[src/hw/rtl/mlqs_pkg.sv]
// mlqs_pkg: shared sizes, codes and controller/datapath interface types
// for the multilevel queue scheduler. No dependencies.
package mlqs_pkg;

  localparam int LEVELS  = 4;
  localparam int TASKS   = 16;
  localparam int MAX_RES = 16;
  localparam int LVL_W   = (LEVELS > 1) ? $clog2(LEVELS) : 1;
  localparam int POS_W   = (TASKS > 1) ? $clog2(TASKS) : 1;
  localparam int CNT_W   = $clog2(TASKS + 1);
  localparam int ADDR_W  = LVL_W + POS_W;
  // entry: timeout mark, task id, active time
  localparam int ENT_W   = 21;

  localparam logic [1:0] ACT_ADD  = 2'd0;
  localparam logic [1:0] ACT_DISP = 2'd1;
  localparam logic [1:0] ACT_TMO  = 2'd2;
  localparam logic [1:0] ACT_NOP  = 2'd3;

  localparam logic [2:0] KIND_ADDED = 3'd0;
  localparam logic [2:0] KIND_REJ   = 3'd1;
  localparam logic [2:0] KIND_DISP  = 3'd2;
  localparam logic [2:0] KIND_EMPTY = 3'd3;
  localparam logic [2:0] KIND_TMO   = 3'd4;
  localparam logic [2:0] KIND_NOTMO = 3'd5;

  localparam logic REG_LIMIT = 1'b0;
  localparam logic REG_FLOOR = 1'b1;

  typedef enum logic [4:0] {
    S_IDLE, S_ADD_CHK, S_ADD_REJ, S_ADD_RD, S_ADD_CMP, S_ADD_ACK,
    S_DSP_CHK, S_DSP_HEAD, S_DSP_RD, S_DSP_MOVE, S_DSP_ACK, S_DSP_EMPTY,
    S_TMO_INIT, S_TMO_RD, S_TMO_CHK, S_CMP_INIT, S_CMP_RD, S_CMP_WR, S_TMO_FIN
  } state_t;

  typedef enum logic [4:0] {
    OP_NONE, OP_LOAD, OP_ADD_INIT, OP_ADD_RD, OP_ADD_PUT, OP_ADD_MOVE,
    OP_EMIT_REJ, OP_EMIT_ADD, OP_DSP_INIT, OP_DSP_HEAD, OP_DSP_RD, OP_DSP_MOVE,
    OP_DSP_DEC, OP_EMIT_DSP, OP_EMIT_EMPTY, OP_TMO_INIT, OP_TMO_RD, OP_TMO_CHK,
    OP_TMO_NEXT, OP_CMP_INIT, OP_CMP_RD, OP_CMP_WR, OP_CMP_NEXT, OP_EMIT_FIN
  } dp_op_t;

  typedef struct packed {
    dp_op_t op;
  } cmd_t;

  typedef struct packed {
    logic add_ok;
    logic pos_zero;
    logic stop;
    logic any;
    logic idx_end;
    logic scan_last;
    logic lv_last;
    logic tmo_stall;
    logic out_free;
  } stat_t;

endpackage

[src/hw/rtl/multilevel_queue_scheduler.sv]
// multilevel_queue_scheduler: top level, APB register port and the ctrl/datapath pair.
// Depends on mlqs_pkg, mlqs_ctrl, mlqs_dpath and mlqs_ram.
//
// Requests arrive on the in_ stream: tuser carries the action (add, dispatch,
// timeout check), tdata the task fields. Results leave on the out_ stream with
// the result kind in tuser and tlast on the final result of each request.
// Ready queues live in one RAM of LEVELS*TASKS entries with registered read.
// One request is worked at a time; in_tready is high only while idle, but a
// new request is taken while the previous result still waits on out_.
// An add shifts entries toward the tail until it finds its slot; a dispatch moves
// the rest of its level up by one. A timeout check scans the queue RAM per task
// ID through its single read port, then compacts each level.
// A stalled receiver holds the result register and the sequencer waits at its
// next result. Synchronous reset empties all queues (counts cleared), sets
// timeout_limit to 20 and lowest_user_level to 3; no clearing pass is needed.
// Registers: 0x0 timeout_limit, 0x4 lowest_user_level; pready is always high.
module multilevel_queue_scheduler import mlqs_pkg::*; (
  input  logic        clk,
  input  logic        rst_n,
  input  logic        in_tvalid,
  output logic        in_tready,
  input  logic [39:0] in_tdata,   // task_id, level, demote, active_time, current_time
  input  logic [1:0]  in_tuser,   // action
  output logic        out_tvalid,
  input  logic        out_tready,
  output logic [23:0] out_tdata,  // task_id_res, level_res, active_time_res
  output logic [2:0]  out_tuser,  // kind
  output logic        out_tlast,
  input  logic        cfg_psel,
  input  logic        cfg_penable,
  input  logic        cfg_pwrite,
  input  logic [2:0]  cfg_paddr,
  input  logic [31:0] cfg_pwdata,
  output logic [31:0] cfg_prdata,
  output logic        cfg_pready
);
  cmd_t  cmd;
  stat_t st;
  logic  cfg_wr;

  assign cfg_pready = 1'b1;
  assign cfg_wr     = cfg_psel && cfg_penable && cfg_pwrite && cfg_pready;

  mlqs_ctrl u_ctrl (
    .clk       (clk),
    .rst_n     (rst_n),
    .in_tvalid (in_tvalid),
    .in_tuser  (in_tuser),
    .in_tready (in_tready),
    .st        (st),
    .cmd       (cmd)
  );

  mlqs_dpath u_dpath (
    .clk        (clk),
    .rst_n      (rst_n),
    .cmd        (cmd),
    .st         (st),
    .in_tdata   (in_tdata),
    .out_tvalid (out_tvalid),
    .out_tready (out_tready),
    .out_tdata  (out_tdata),
    .out_tuser  (out_tuser),
    .out_tlast  (out_tlast),
    .cfg_wr     (cfg_wr),
    .cfg_idx    (cfg_paddr[2]),
    .cfg_wdata  (cfg_pwdata),
    .cfg_rdata  (cfg_prdata)
  );
endmodule

[src/hw/rtl/mlqs_ram.sv]
// mlqs_ram: generic simple dual-port RAM, one write and one registered read port.
// No dependencies.
module mlqs_ram #(
  parameter int W = 8,
  parameter int D = 16
) (
  input  logic                 clk,
  input  logic                 we,
  input  logic [$clog2(D)-1:0] waddr,
  input  logic [W-1:0]         wdata,
  input  logic                 re,
  input  logic [$clog2(D)-1:0] raddr,
  output logic [W-1:0]         rdata
);
  logic [W-1:0] mem_r [D];
  logic [W-1:0] rdata_r;

  always_ff @(posedge clk) begin
    if (we) begin
      mem_r[waddr] <= wdata;
    end
    if (re) begin
      rdata_r <= mem_r[raddr];
    end
  end

  assign rdata = rdata_r;
endmodule

[src/hw/rtl/mlqs_ctrl.sv]
// mlqs_ctrl: sequencing state machine for add, dispatch and timeout check.
// Depends on mlqs_pkg; drives the datapath through cmd_t and reads stat_t.
module mlqs_ctrl import mlqs_pkg::*; (
  input  logic       clk,
  input  logic       rst_n,
  input  logic       in_tvalid,
  input  logic [1:0] in_tuser,
  output logic       in_tready,
  input  stat_t      st,
  output cmd_t       cmd
);
  state_t state_r, state_nxt;

  always_ff @(posedge clk) begin
    if (!rst_n) begin
      state_r <= S_IDLE;
    end else begin
      state_r <= state_nxt;
    end
  end

  always_comb begin
    state_nxt = state_r;
    cmd.op    = OP_NONE;
    in_tready = 1'b0;
    unique case (state_r)
      S_IDLE: begin
        in_tready = 1'b1;
        if (in_tvalid) begin
          cmd.op = OP_LOAD;
          unique case (in_tuser)
            ACT_ADD:  state_nxt = S_ADD_CHK;
            ACT_DISP: state_nxt = S_DSP_CHK;
            ACT_TMO:  state_nxt = S_TMO_INIT;
            default:  state_nxt = S_IDLE;
          endcase
        end
      end
      S_ADD_CHK: begin
        if (!st.add_ok) begin
          state_nxt = S_ADD_REJ;
        end else begin
          cmd.op    = OP_ADD_INIT;
          state_nxt = S_ADD_RD;
        end
      end
      S_ADD_REJ: begin
        if (st.out_free) begin
          cmd.op    = OP_EMIT_REJ;
          state_nxt = S_IDLE;
        end
      end
      S_ADD_RD: begin
        if (st.pos_zero) begin
          cmd.op    = OP_ADD_PUT;
          state_nxt = S_ADD_ACK;
        end else begin
          cmd.op    = OP_ADD_RD;
          state_nxt = S_ADD_CMP;
        end
      end
      S_ADD_CMP: begin
        if (st.stop) begin
          cmd.op    = OP_ADD_PUT;
          state_nxt = S_ADD_ACK;
        end else begin
          cmd.op    = OP_ADD_MOVE;
          state_nxt = S_ADD_RD;
        end
      end
      S_ADD_ACK: begin
        if (st.out_free) begin
          cmd.op    = OP_EMIT_ADD;
          state_nxt = S_IDLE;
        end
      end
      S_DSP_CHK: begin
        if (!st.any) begin
          state_nxt = S_DSP_EMPTY;
        end else begin
          cmd.op    = OP_DSP_INIT;
          state_nxt = S_DSP_HEAD;
        end
      end
      S_DSP_HEAD: begin
        cmd.op    = OP_DSP_HEAD;
        state_nxt = S_DSP_RD;
      end
      S_DSP_RD: begin
        if (st.idx_end) begin
          cmd.op    = OP_DSP_DEC;
          state_nxt = S_DSP_ACK;
        end else begin
          cmd.op    = OP_DSP_RD;
          state_nxt = S_DSP_MOVE;
        end
      end
      S_DSP_MOVE: begin
        cmd.op    = OP_DSP_MOVE;
        state_nxt = S_DSP_RD;
      end
      S_DSP_ACK: begin
        if (st.out_free) begin
          cmd.op    = OP_EMIT_DSP;
          state_nxt = S_IDLE;
        end
      end
      S_DSP_EMPTY: begin
        if (st.out_free) begin
          cmd.op    = OP_EMIT_EMPTY;
          state_nxt = S_IDLE;
        end
      end
      S_TMO_INIT: begin
        cmd.op    = OP_TMO_INIT;
        state_nxt = S_TMO_RD;
      end
      S_TMO_RD: begin
        if (st.idx_end) begin
          cmd.op = OP_TMO_NEXT;
          if (st.scan_last) begin
            state_nxt = S_CMP_INIT;
          end
        end else begin
          cmd.op    = OP_TMO_RD;
          state_nxt = S_TMO_CHK;
        end
      end
      S_TMO_CHK: begin
        if (!st.tmo_stall) begin
          cmd.op    = OP_TMO_CHK;
          state_nxt = S_TMO_RD;
        end
      end
      S_CMP_INIT: begin
        cmd.op    = OP_CMP_INIT;
        state_nxt = S_CMP_RD;
      end
      S_CMP_RD: begin
        if (st.idx_end) begin
          cmd.op = OP_CMP_NEXT;
          if (st.lv_last) begin
            state_nxt = S_TMO_FIN;
          end
        end else begin
          cmd.op    = OP_CMP_RD;
          state_nxt = S_CMP_WR;
        end
      end
      S_CMP_WR: begin
        cmd.op    = OP_CMP_WR;
        state_nxt = S_CMP_RD;
      end
      S_TMO_FIN: begin
        if (st.out_free) begin
          cmd.op    = OP_EMIT_FIN;
          state_nxt = S_IDLE;
        end
      end
      default: state_nxt = S_IDLE;
    endcase
  end
endmodule

[src/hw/rtl/mlqs_dpath.sv]
// mlqs_dpath: queue memory, counts, scan counters, config registers and result register.
// Depends on mlqs_pkg and mlqs_ram; commanded by mlqs_ctrl.
module mlqs_dpath import mlqs_pkg::*; (
  input  logic        clk,
  input  logic        rst_n,
  input  cmd_t        cmd,
  output stat_t       st,
  input  logic [39:0] in_tdata,
  output logic        out_tvalid,
  input  logic        out_tready,
  output logic [23:0] out_tdata,
  output logic [2:0]  out_tuser,
  output logic        out_tlast,
  input  logic        cfg_wr,
  input  logic        cfg_idx,
  input  logic [31:0] cfg_wdata,
  output logic [31:0] cfg_rdata
);
  logic [15:0] limit_r;
  logic [1:0]  floor_r;
  logic [3:0]  id_r;
  logic [1:0]  lvl_r;
  logic [15:0] t_r, now_r;
  logic [CNT_W-1:0] cnt_r [LEVELS];
  logic [CNT_W-1:0] pos_r, idx_r, wr_r;
  logic [LVL_W-1:0] lv_r;
  logic [3:0]  sid_r;
  logic [CNT_W-1:0] n_r;
  logic [3:0]  head_id_r;
  logic [15:0] head_t_r;
  logic        pend_v_r;
  logic [3:0]  pend_id_r;
  logic [1:0]  pend_lv_r;
  logic [15:0] pend_t_r;
  logic        ov_r, olast_r;
  logic [2:0]  okind_r;
  logic [3:0]  oid_r;
  logic [1:0]  olv_r;
  logic [15:0] ot_r;

  logic [3:0]  in_id;
  logic [1:0]  in_lvl, lvl_eff;
  logic        in_dem;
  logic [15:0] in_t, in_now;
  logic [1:0]  floor_cap;
  logic [LVL_W-1:0] li, fl;
  logic        any;
  logic [ENT_W-1:0] rd, wdata;
  logic [3:0]  rd_id;
  logic [15:0] rd_t;
  logic        rd_mark;
  logic        we, re;
  logic [ADDR_W-1:0] waddr, raddr;
  logic [CNT_W-1:0] pm1, im1;
  logic        expired, hit, out_free;

  assign in_id  = in_tdata[3:0];
  assign in_lvl = in_tdata[5:4];
  assign in_dem = in_tdata[6];
  assign in_t   = in_tdata[22:7];
  assign in_now = in_tdata[38:23];

  always_comb begin
    floor_cap = (int'(floor_r) > LEVELS - 1) ? 2'(LEVELS - 1) : floor_r;
    lvl_eff   = in_lvl;
    if (in_dem && in_lvl != 2'd0 && in_lvl < floor_cap) begin
      lvl_eff = in_lvl + 2'd1;
    end
  end

  assign li = LVL_W'(lvl_r);

  always_comb begin
    any = 1'b0;
    fl  = '0;
    for (int l = LEVELS - 1; l >= 0; l--) begin
      if (cnt_r[l] != '0) begin
        any = 1'b1;
        fl  = LVL_W'(l);
      end
    end
  end

  assign rd_mark  = rd[ENT_W-1];
  assign rd_id    = rd[19:16];
  assign rd_t     = rd[15:0];
  assign pm1      = pos_r - 1'b1;
  assign im1      = idx_r - 1'b1;
  assign expired  = ({1'b0, rd_t} + {1'b0, limit_r}) <= {1'b0, now_r};
  assign hit      = (rd_id == sid_r) && expired && (int'(n_r) < MAX_RES);
  assign out_free = !ov_r || out_tready;

  always_comb begin
    st.add_ok    = (int'(lvl_r) < LEVELS) && (int'(cnt_r[li]) < TASKS);
    st.pos_zero  = (pos_r == '0);
    st.stop      = (rd_t < t_r) || ((rd_t == t_r) && (rd_id <= id_r));
    st.any       = any;
    st.idx_end   = (idx_r >= cnt_r[lv_r]);
    st.lv_last   = (int'(lv_r) == LEVELS - 1);
    st.scan_last = st.lv_last && (sid_r == 4'hf);
    st.tmo_stall = hit && pend_v_r && !out_free;
    st.out_free  = out_free;
  end

  always_comb begin
    we    = 1'b0;
    waddr = '0;
    wdata = rd;
    re    = 1'b0;
    raddr = {lv_r, idx_r[POS_W-1:0]};
    case (cmd.op)
      OP_ADD_RD: begin
        re    = 1'b1;
        raddr = {li, pm1[POS_W-1:0]};
      end
      OP_ADD_PUT: begin
        we    = 1'b1;
        waddr = {li, pos_r[POS_W-1:0]};
        wdata = {1'b0, id_r, t_r};
      end
      OP_ADD_MOVE: begin
        we    = 1'b1;
        waddr = {li, pos_r[POS_W-1:0]};
      end
      OP_DSP_INIT: begin
        re    = 1'b1;
        raddr = {fl, {POS_W{1'b0}}};
      end
      OP_DSP_RD, OP_TMO_RD, OP_CMP_RD: re = 1'b1;
      OP_DSP_MOVE: begin
        we    = 1'b1;
        waddr = {lv_r, im1[POS_W-1:0]};
      end
      OP_TMO_CHK: begin
        we    = hit;
        waddr = {lv_r, idx_r[POS_W-1:0]};
        wdata = {1'b1, rd[ENT_W-2:0]};
      end
      OP_CMP_WR: begin
        we    = !rd_mark;
        waddr = {lv_r, wr_r[POS_W-1:0]};
      end
      default: ;
    endcase
  end

  mlqs_ram #(.W(ENT_W), .D(2 ** ADDR_W)) u_ram (
    .clk   (clk),
    .we    (we),
    .waddr (waddr),
    .wdata (wdata),
    .re    (re),
    .raddr (raddr),
    .rdata (rd)
  );

  always_ff @(posedge clk) begin
    if (!rst_n) begin
      limit_r <= 16'd20;
      floor_r <= 2'd3;
      for (int l = 0; l < LEVELS; l++) begin
        cnt_r[l] <= '0;
      end
      ov_r     <= 1'b0;
      pend_v_r <= 1'b0;
    end else begin
      if (cfg_wr) begin
        if (cfg_idx == REG_LIMIT) begin
          limit_r <= cfg_wdata[15:0];
        end else begin
          floor_r <= cfg_wdata[1:0];
        end
      end
      if (out_tready) begin
        ov_r <= 1'b0;
      end
      case (cmd.op)
        OP_LOAD: begin
          id_r  <= in_id;
          lvl_r <= lvl_eff;
          t_r   <= in_t;
          now_r <= in_now;
        end
        OP_ADD_INIT: pos_r <= cnt_r[li];
        OP_ADD_PUT:  cnt_r[li] <= cnt_r[li] + 1'b1;
        OP_ADD_MOVE: pos_r <= pm1;
        OP_EMIT_REJ, OP_EMIT_ADD: begin
          ov_r    <= 1'b1;
          okind_r <= (cmd.op == OP_EMIT_ADD) ? KIND_ADDED : KIND_REJ;
          oid_r   <= id_r;
          olv_r   <= lvl_r;
          ot_r    <= t_r;
          olast_r <= 1'b1;
        end
        OP_DSP_INIT: begin
          lv_r  <= fl;
          idx_r <= CNT_W'(1);
        end
        OP_DSP_HEAD: begin
          head_id_r <= rd_id;
          head_t_r  <= rd_t;
        end
        OP_DSP_MOVE: idx_r <= idx_r + 1'b1;
        OP_DSP_DEC:  cnt_r[lv_r] <= cnt_r[lv_r] - 1'b1;
        OP_EMIT_DSP: begin
          ov_r    <= 1'b1;
          okind_r <= KIND_DISP;
          oid_r   <= head_id_r;
          olv_r   <= 2'(lv_r);
          ot_r    <= head_t_r;
          olast_r <= 1'b1;
        end
        OP_EMIT_EMPTY: begin
          ov_r    <= 1'b1;
          okind_r <= KIND_EMPTY;
          oid_r   <= '0;
          olv_r   <= '0;
          ot_r    <= '0;
          olast_r <= 1'b1;
        end
        OP_TMO_INIT: begin
          n_r      <= '0;
          sid_r    <= '0;
          lv_r     <= '0;
          idx_r    <= '0;
          pend_v_r <= 1'b0;
        end
        OP_TMO_CHK: begin
          if (hit) begin
            if (pend_v_r) begin
              ov_r    <= 1'b1;
              okind_r <= KIND_TMO;
              oid_r   <= pend_id_r;
              olv_r   <= pend_lv_r;
              ot_r    <= pend_t_r;
              olast_r <= 1'b0;
            end
            pend_v_r  <= 1'b1;
            pend_id_r <= rd_id;
            pend_lv_r <= 2'(lv_r);
            pend_t_r  <= rd_t;
            n_r <= n_r + 1'b1;
          end
          idx_r <= idx_r + 1'b1;
        end
        OP_TMO_NEXT: begin
          idx_r <= '0;
          if (int'(lv_r) == LEVELS - 1) begin
            lv_r  <= '0;
            sid_r <= sid_r + 4'd1;
          end else begin
            lv_r <= lv_r + 1'b1;
          end
        end
        OP_CMP_INIT: begin
          lv_r  <= '0;
          idx_r <= '0;
          wr_r  <= '0;
        end
        OP_CMP_WR: begin
          if (!rd_mark) begin
            wr_r <= wr_r + 1'b1;
          end
          idx_r <= idx_r + 1'b1;
        end
        OP_CMP_NEXT: begin
          cnt_r[lv_r] <= wr_r;
          lv_r        <= lv_r + 1'b1;
          idx_r       <= '0;
          wr_r        <= '0;
        end
        OP_EMIT_FIN: begin
          ov_r     <= 1'b1;
          okind_r  <= pend_v_r ? KIND_TMO : KIND_NOTMO;
          oid_r    <= pend_v_r ? pend_id_r : 4'd0;
          olv_r    <= pend_v_r ? pend_lv_r : 2'd0;
          ot_r     <= pend_v_r ? pend_t_r : 16'd0;
          olast_r  <= 1'b1;
          pend_v_r <= 1'b0;
        end
        default: ;
      endcase
    end
  end

  assign cfg_rdata  = (cfg_idx == REG_LIMIT) ? {16'd0, limit_r} : {30'd0, floor_r};
  assign out_tvalid = ov_r;
  assign out_tdata  = {2'b00, ot_r, olv_r, oid_r};
  assign out_tuser  = okind_r;
  assign out_tlast  = olast_r;
endmodule

[config.mk]
export PLATFORM = sky130hd
export DESIGN_NAME = multilevel_queue_scheduler
export DESIGN_NICKNAME = d
export VERILOG_FILES = /design/src/hw/rtl/mlqs_pkg.sv /design/src/hw/rtl/multilevel_queue_scheduler.sv /design/src/hw/rtl/mlqs_ram.sv /design/src/hw/rtl/mlqs_ctrl.sv /design/src/hw/rtl/mlqs_dpath.sv
export SDC_FILE = /design/constraint.sdc
export NUM_CORES = 2
export LEC_CHECK = 0
export BUFFER_PORTS_ARGS = -buffer_cell sky130_fd_sc_hd__buf_2
export CAP_MARGIN = 20
export CORE_MARGIN = 1.5
export CORE_UTILIZATION = 60
export DETAILED_ROUTE_END_ITERATION = 12
export PLACE_DENSITY = 0.77
export SETUP_SLACK_MARGIN = 0.15
export SLEW_MARGIN = 20
export SYNTH_ARGS = -nofsm -noshare
export SYNTH_HDL_FRONTEND = slang
export SYNTH_SLANG_ARGS = --single-unit
export TNS_END_PERCENT = 5
[constraint.sdc]
create_clock -name clk -period 8 [get_ports clk]
set_clock_uncertainty 0.1 [all_clocks]
set_input_delay 0.8 -clock clk [delete_from_list [all_inputs] [get_ports clk]]
set_output_delay 0.8 -clock clk [all_outputs]
set_load 0.05 [all_outputs]
==> After elaboration in Yosys (flattened, before gate mapping) <==
Memory sizes are Yosys's and may differ from the RTL's. A register that Yosys moved wholly into a read port is not among the register bits.
Cells that the tools add are included.
{ "totals": {"ff_bits": 157, "elab_cells": 267, "latchBits": 0, "romBits": 0, "input_bits": 84, "output_inout_bits": 63, "ramBits": 1364, "n_memories": 2} }
{ "memory_table": {"columns": ["name", "words", "word_bits", "rd", "rd_ports_with_merged_regs", "wr", "line_no", "rtl"], "rows": [
  ["u_dpath.u_ram.mem_r", 64, 21, 1, 1, 1, "mlqs_ram.sv:15", "logic [W-1:0] mem_r [D];"],
  ["u_dpath.cnt_r", 4, 5, 6, 2, 4, "mlqs_dpath.sv:24", "logic [CNT_W-1:0] cnt_r [LEVELS];"]
]} }
{ "classes": {"multipliers": 0, "bitwise": 2, "div": 0, "addsub": 11, "muxes": 102, "n_eq_ne": 56, "magnitude_cmp": 7, "reduce_logical": 62, "shift": 0} }
{ "op_table": {"columns": ["op", "n"], "rows": [
  ["one-hot mux 5 bit (19 select lines)", 1],
  ["equality test 5 x 4 -> 1 bit, second input constant", 16],
  ["one-hot mux 16 bit (5 select lines)", 1],
  ["2-to-1 mux 5 bit", 14],
  ["one-hot mux 5 bit (13 select lines)", 1],
  ["2-to-1 mux 16 bit", 4],
  ["equality test 5 bit, second input constant", 11],
  ["one-hot mux 21 bit (2 select lines)", 1],
  ["equality test 5 x 3 -> 1 bit, second input constant", 8],
  ["2-to-1 mux 2 bit", 17],
  ["2-to-1 mux 1 bit", 32],
  ["2-to-1 mux 4 bit", 8],
  ["one-hot mux 5 bit (2 select lines)", 3],
  ["nonzero test 5 bit", 5],
  ["OR reduction 5 bit", 5],
  ["one-hot mux 6 bit (4 select lines)", 1],
  ["2-to-1 mux 3 bit", 7],
  ["adder 5 x 1 -> 5 bit, second input constant", 4],
  ["equality test 5 x 2 -> 1 bit, second input constant", 4],
  ["one-hot mux 4 bit (5 select lines)", 1],
  ["adder 16 x 16 -> 17 bit", 1],
  ["<= comparator 17 x 16 -> 1 bit", 1],
  ["equality test 16 bit", 1],
  ["< comparator 16 bit", 1],
  ["other kinds (42)", 92]
]} }

==> Longest topological paths before layout <==
{ "logic_depth": {"word_depth": 15, "depth_mapped": 23, "depth_no_buf": 21} }

==> By module <==
A second synthesis with hierarchy kept.
{ "hier_totals": {"hier_cells": 3407, "area_unflattened_um2": 63234.4} }
{ "by_module_without_submodules": {"columns": ["module", "n_inst", "cells_each", "seq_area_each_um2", "area_per_inst_um2"], "rows": [
  ["mlqs_ram", 1, 2331, 40989.3, 52246.4],
  ["mlqs_dpath", 1, 936, 5044.8, 10044.6],
  ["mlqs_ctrl", 1, 137, 100.1, 925.9],
  ["multilevel_queue_scheduler", 1, 3, 0.0, 17.5]
]} }

==> Least setup slack after synthesis <==
No wires, ideal clock.
{ "synth_path": {"path_type": "flip-flop to flip-flop", "start": "reg u_dpath.u_ram.rdata_r[5] (netlist: u_dpath.u_ram.rdata[5]) (read register of u_dpath.u_ram.mem_r)", "end": "mem u_dpath.u_ram.mem_r[30][0] in the netlist's numbering (enable)", "slack_ps": 881, "required_ps": 7447, "stages_incl_launch_ff": 20, "synth_period_minus_slack_ps": 7119, "t_arrival_ps": 6565, "path_buffers": 0, "cell_sequence": "edfxtp_1 -> ha_1 -> a21o_1 -> or3_1 -> o221a_2 -> o31a_1 -> o21ai_0 -> nand2b_1 -> a21o_1 -> a21oi_1 -> xnor2_1 -> ha_1 -> a21o_1 -> a221oi_1 -> o21ai_0 -> o21ai_0 -> nand4_2 -> a21oi_2 -> o2111ai_1 -> nor4_1"} }
{ "synth_via": {"elab_chain_cells": 13, "elab_cells_between_ends": 24, "cone_classes": "1 x add/sub; 2 x order compare; 6 x eq/ne; 7 x mux; 8 x reduce/logical"} }
{ "synth_lines": {"columns": ["element", "line_no", "rtl"], "rows": [
  ["from (decl)", "mlqs_ram.sv:16", "logic [W-1:0] rdata_r;"],
  ["adder 16 x 16 -> 17 bit", "mlqs_dpath.sv:89", "assign expired = ({1'b0, rd_t} + {1'b0, limit_r}) <= {1'b0, now_r};"],
  ["<= comparator 17 x 16 -> 1 bit", "mlqs_dpath.sv:89", null],
  ["logical AND 1 bit (2 in series)", "mlqs_dpath.sv:90", "assign hit = (rd_id == sid_r) && expired && (int'(n_r) < MAX_RES);"],
  ["logical AND 1 bit (2 in series)", "mlqs_dpath.sv:101", "st.tmo_stall = hit && pend_v_r && !out_free;"],
  ["2-to-1 mux 5 bit", "mlqs_ctrl.sv:130", "if (!st.tmo_stall) begin"],
  ["one-hot mux 5 bit (19 select lines)", "mlqs_ctrl.sv:26", "unique case (state_r)"],
  ["equality test 5 x 3 -> 1 bit / equality test 5 x 4 -> 1 bit (equally long branches)", "mlqs_dpath.sv:111", "case (cmd.op)"],
  ["OR reduction 3 bit (no line)", null, null],
  ["one-hot mux 1 bit (3 select lines)", "mlqs_dpath.sv:111", null],
  ["2-to-1 mux 1 bit", "mlqs_ram.sv:19", "if (we) begin"],
  ["2-to-1 mux 1 bit (not written as such)", "mlqs_ram.sv:20", "mem_r[waddr] <= wdata;"],
  ["to (decl)", "mlqs_ram.sv:15", null]
]} }
Parallel ways exist; a longest one is shown, timed or not.

==> Worst setup path after layout <==
{ "layout_path": {"start": "reg u_dpath.u_ram.rdata_r[5] (netlist: u_dpath.u_ram.rdata[5]) (read register of u_dpath.u_ram.mem_r)", "end": "mem u_dpath.u_ram.mem_r[31][13] in the netlist's numbering (enable)"} }
The elaborated chain is that of the path after synthesis.

==> results by stage <==
Run status:
- The flow ran to the end, and the final reports show no timing, DRC or antenna violations.

Critical path:
- Along the worst path, the maximum fanout reaches 21.
- STA puts the critical path data required time at 8.34 ns.
- The dominant delay contributor by cell family on the critical path is compound AO/OA/AOI/OAI gates.
- STA classifies the critical path startpoint as a flop.
- The signal on the critical path passes through ha_1 -> a21o_1 -> or3_1 -> o221a_2 -> o31a_1 -> o21ai_0 -> nand2b_1 -> a21o_1 -> a21oi_1 -> xnor2_1 -> ha_1 -> a21o_1 -> a221oi_1 -> o21ai_0 -> o21ai_0 -> nand4_2 -> a21oi_2 -> o2111ai_1 -> nor4_2 -> buf_4.
- The largest individual stage delay along the critical path comes from the cell sky130_fd_sc_hd__a21oi_2.
- The critical path in this run is classified as reg -> reg.
- On the worst path, the slowest cell contributes a delay of 0.68 ns.
- The worst setup path is captured at a flop.
- Together, buffers and inverters on the worst path number 1.
- The arrival time of data at the critical path endpoint is 7.57 ns.

Die:
- The height of the chip is 327.0 um.
- The starting density of the core is 60.68%.
- In this run the horizontal extent of the chip is 327.0 um.
- The floorplan has between 100 and 150 rows.
- The die area is 106900 um2.
- The number of top-level pins is about 150.
- The core outline area is between 100000 and 150000 um2.

Routing:
- After detailed routing, the number of vias per cell comes to 6.733.
- The remaining design rule violation count is 0.
- For this block, the routed nets add up to around 170 mm of wire.
- Dividing the detail-routed wire length by the instance count gives 27.78 um.
- The final route contains between 40000 and 50000 vias.
- The first TritonRoute pass finished after 6 iterations.
- The violation count after the first detailed-route iteration is 6063.
- The post-route antenna net violation count is 0.

Placement:
- After detailed placement, the total cell area comes to approximately 66000 um2.
- At the end of routability-driven placement, the weighted congestion stood at 0.9569.
- The post-place setup slack is 0.8455 ns.
- The estimated wirelength of the detail-placed design is around 100 mm.
- The count of buffers added on input and output ports is 108.

STA:
- Setup repair after global routing left no endpoint under its margin.
- The total negative setup slack is 0 ns.
- Measured against its own limit, the worst slew margin works out to 13.06%.
- Across all setup checks in the final design, the least slack found is 0.7624 ns.
- The slew at the pin closest to its max-slew limit is ~1.3 ns.
- The highest achievable clock rate is between 100 and 150 MHz.
- The worst hold margin is a little under 0.1 ns.
- Setup violations remaining at the end of the flow were counted as 0.
- Subtracting the final worst setup slack from the clock period gives 7.238 ns.
- The final max-slew violation count came to 0.
- The final-report hold violation count is 0.
- The final critical-path share of the clock period is 90.47%.

Synthesis:
- The share of Yosys cell area claimed by the top area cell type is 72.33%.
- The count of flip-flops with a built-in enable after synthesis is 1517.
- The number of instances in the synthesized netlist is 4527.
- In this run the cell area of the synthesized design comes to 62980 um2.
- Of the synthesized area, sequential elements account for 73.25%.
- The async set or reset register ratio after synthesis is 0%.
- The Yosys step of the flow raised 0 warnings.
- The synthesis-stage register bit count is roughly 1500.
- The average instance area after synthesis is 13.91 um2.
- The biggest area contributor in the post-synthesis netlist is sky130_fd_sc_hd__edfxtp_1.
- Yosys mapped the design onto between 70 and 80 distinct sky130hd cell types.
- Yosys attributes the largest share of cell area to sky130_fd_sc_hd__edfxtp_1 72%, sky130_fd_sc_hd__nand2_1 5.2%, sky130_fd_sc_hd__a221oi_1 3.0%.
- For this run, the leading register cell type out of synthesis is sky130_fd_sc_hd__edfxtp_1.

Pwr:
- Across the VDD grid, the largest voltage drop is roughly 0.28 mV.
- For this design the ratio of total power to cell area is ~320 nW/um2.
- The leakage power is 0.02362 uW.
- Power comes to 22650 uW.

GRT:
- The first global-routing pass estimated 252.1 mm of wire.
- The number of global-route vias before repair is roughly 40000.
- The global-route total usage across every layer is 31.75%.
- The number of antenna violations at the first check in global routing is 8.
- The largest net degree at the start of global routing is 139.
- The total grt overflow is 0.

Final layout:
- The fraction of final layout cells sized beyond drive strength 1 is 13.39%.
- The net count reported at finish is roughly 4800.
- The layout overhead on the synthesized area is 12.17%.
- The post-route cell area is 70650 um2.

Clock network:
- The H-tree was split into 4 levels.
- Buffers added to address setup during post-CTS repair amount to 0.
- Clock-pin slew was measured on the worst setup and hold paths at 0.07 ns.
- The clock tree from TritonCTS is done.
- The clock root buffer master is sky130_fd_sc_hd__clkbuf_16.
- The hold buffer count at cts is 0.
- The number of sinks handled by clock tree synthesis is 1546.
- The longest clock path from root to sink contains 3 buffers.
- In this run, CTS created clock tree buffers numbering 150.
- At the later pin of the worst-skew pair, clock insertion delay measures 0.79 ns.
- Post-CTS repair changed the size of 0 cells.

Flow run:
- Across the run, the number of max-cap violations was 0.

Hold path:
- The path class of the tightest hold or removal check is in -> reg.
metal layers:
metal / global-route usage [%] / vias to the layer above / part of all wire, %
li1: - / 17691 / -
met1: 42.88 / 20343 / 36
met2: 49.24 / 2934 / 47
met3: 7.006 / 475 / 12
met4: 15.84 / 6 / 5.2
met5: 0 / - / 0.031
cells by family after synthesis:
group                      count (synthesis)  share of synthesized area, %
DFF                                     1546                         73.25
and+or+nand+nor                         1357                         9.053
AOI/OAI and AO/OA                       1027                         11.64
buffers and inverters                    413                         2.688
adders and majority gates                 72                         1.442
muxes                                     68                         1.337
xor gates and xnor gates                  42                        0.5840
other                                      2                       0.01192
cells in the mapped netlist, types with 31 or more instances:
cell	count
sky130_fd_sc_hd__o22ai_1	69
sky130_fd_sc_hd__a221oi_1	214
sky130_fd_sc_hd__a31oi_1	120
sky130_fd_sc_hd__a21oi_1	264
sky130_fd_sc_hd__clkbuf_1	200
sky130_fd_sc_hd__buf_1	31
sky130_fd_sc_hd__edfxtp_1	1517
sky130_fd_sc_hd__ha_1	71
sky130_fd_sc_hd__buf_2	57
sky130_fd_sc_hd__o21ai_0	51
sky130_fd_sc_hd__nor2_1	209
sky130_fd_sc_hd__a311oi_1	42
sky130_fd_sc_hd__nand2_1	880
sky130_fd_sc_hd__inv_1	105
sky130_fd_sc_hd__nor3_1	74
sky130_fd_sc_hd__nand3_1	62
stage by stage:
stage,util (%),instances
2_1_floorplan,-,4544
3_3_place_gp,63.29,5878
3_5_place_dp,63.31,5878
4_1_cts,68.02,6152
5_1_grt,68.06,6153
6_report,68.07,6156
flip-flops by register name, summed over array words and instances, names as in the netlist, 3 cells and up, named ones only:
signal	count
u_dpath.u_ram.mem_r	1344
u_dpath.u_ram.rdata	21
u_dpath.cnt_r	20
u_dpath.head_t_r	16
u_dpath.limit_r	16
u_dpath.now_r	16
u_dpath.ot_r	16
u_dpath.pend_t_r	16
u_dpath.t_r	16
u_ctrl.state_r	5
u_dpath.idx_r	5
u_dpath.n_r	5
u_dpath.pos_r	5
u_dpath.wr_r	5
u_dpath.head_id_r	4
u_dpath.id_r	4
u_dpath.oid_r	4
u_dpath.pend_id_r	4
u_dpath.sid_r	4
u_dpath.out_tuser	3
area by class of cell:
| type | instances | area [um2] |
|---|---|---|
| timing repair buffer | 262 | 1809 |
| multi-input combinational | 2585 | 15680 |
| clock inverter | 87 | 977.2 |
| sequential | 1546 | 46130 |
| fill | 6744 | 33140 |
| clock buffer | 187 | 3914 |
| inverter | 106 | 397.9 |
| antenna | 3 | 7.507 |
| tap | 1380 | 1727 |
power by group:
part / total [uW] / internal (uW) / leakage [uW] / switching [uW]
combinational: 5260 / 1300 / 0.00732 / 3960
clock: 7020 / 3970 / 0.00238 / 3050
sequential: 10400 / 10100 / 0.0139 / 236
total: 22600 / 15400 / 0.0236 / 7250
path summary, 6_finish.rpt:
kind | from | to | slack (ns) | cells past startpoint
setup / recovery | u_dpath.u_ram.rdata[5] | u_dpath.u_ram.mem_r[31][13] | 0.76 | 20
setup reg to reg | u_dpath.u_ram.rdata[5] | u_dpath.u_ram.mem_r[31][13] | 0.76 | 20
hold / removal | in_tdata[19] | u_dpath.t_r[12] | 0.1 | 1
hold reg to reg | u_dpath.limit_r[13] | u_dpath.limit_r[13] | 0.38 | 2
cells in the final DEF (no fill, tap or decap), types with 71 or more instances in the layout:
master and instances:
sky130_fd_sc_hd__a21oi_1 261, sky130_fd_sc_hd__a221oi_1 213, sky130_fd_sc_hd__a31oi_1 118, sky130_fd_sc_hd__buf_2 108
sky130_fd_sc_hd__buf_4 145, sky130_fd_sc_hd__clkbuf_16 151, sky130_fd_sc_hd__edfxtp_1 1517, sky130_fd_sc_hd__ha_1 71
sky130_fd_sc_hd__inv_1 105, sky130_fd_sc_hd__nand2_1 877, sky130_fd_sc_hd__nor2_1 147
Power figures use the tool's default switching activity.
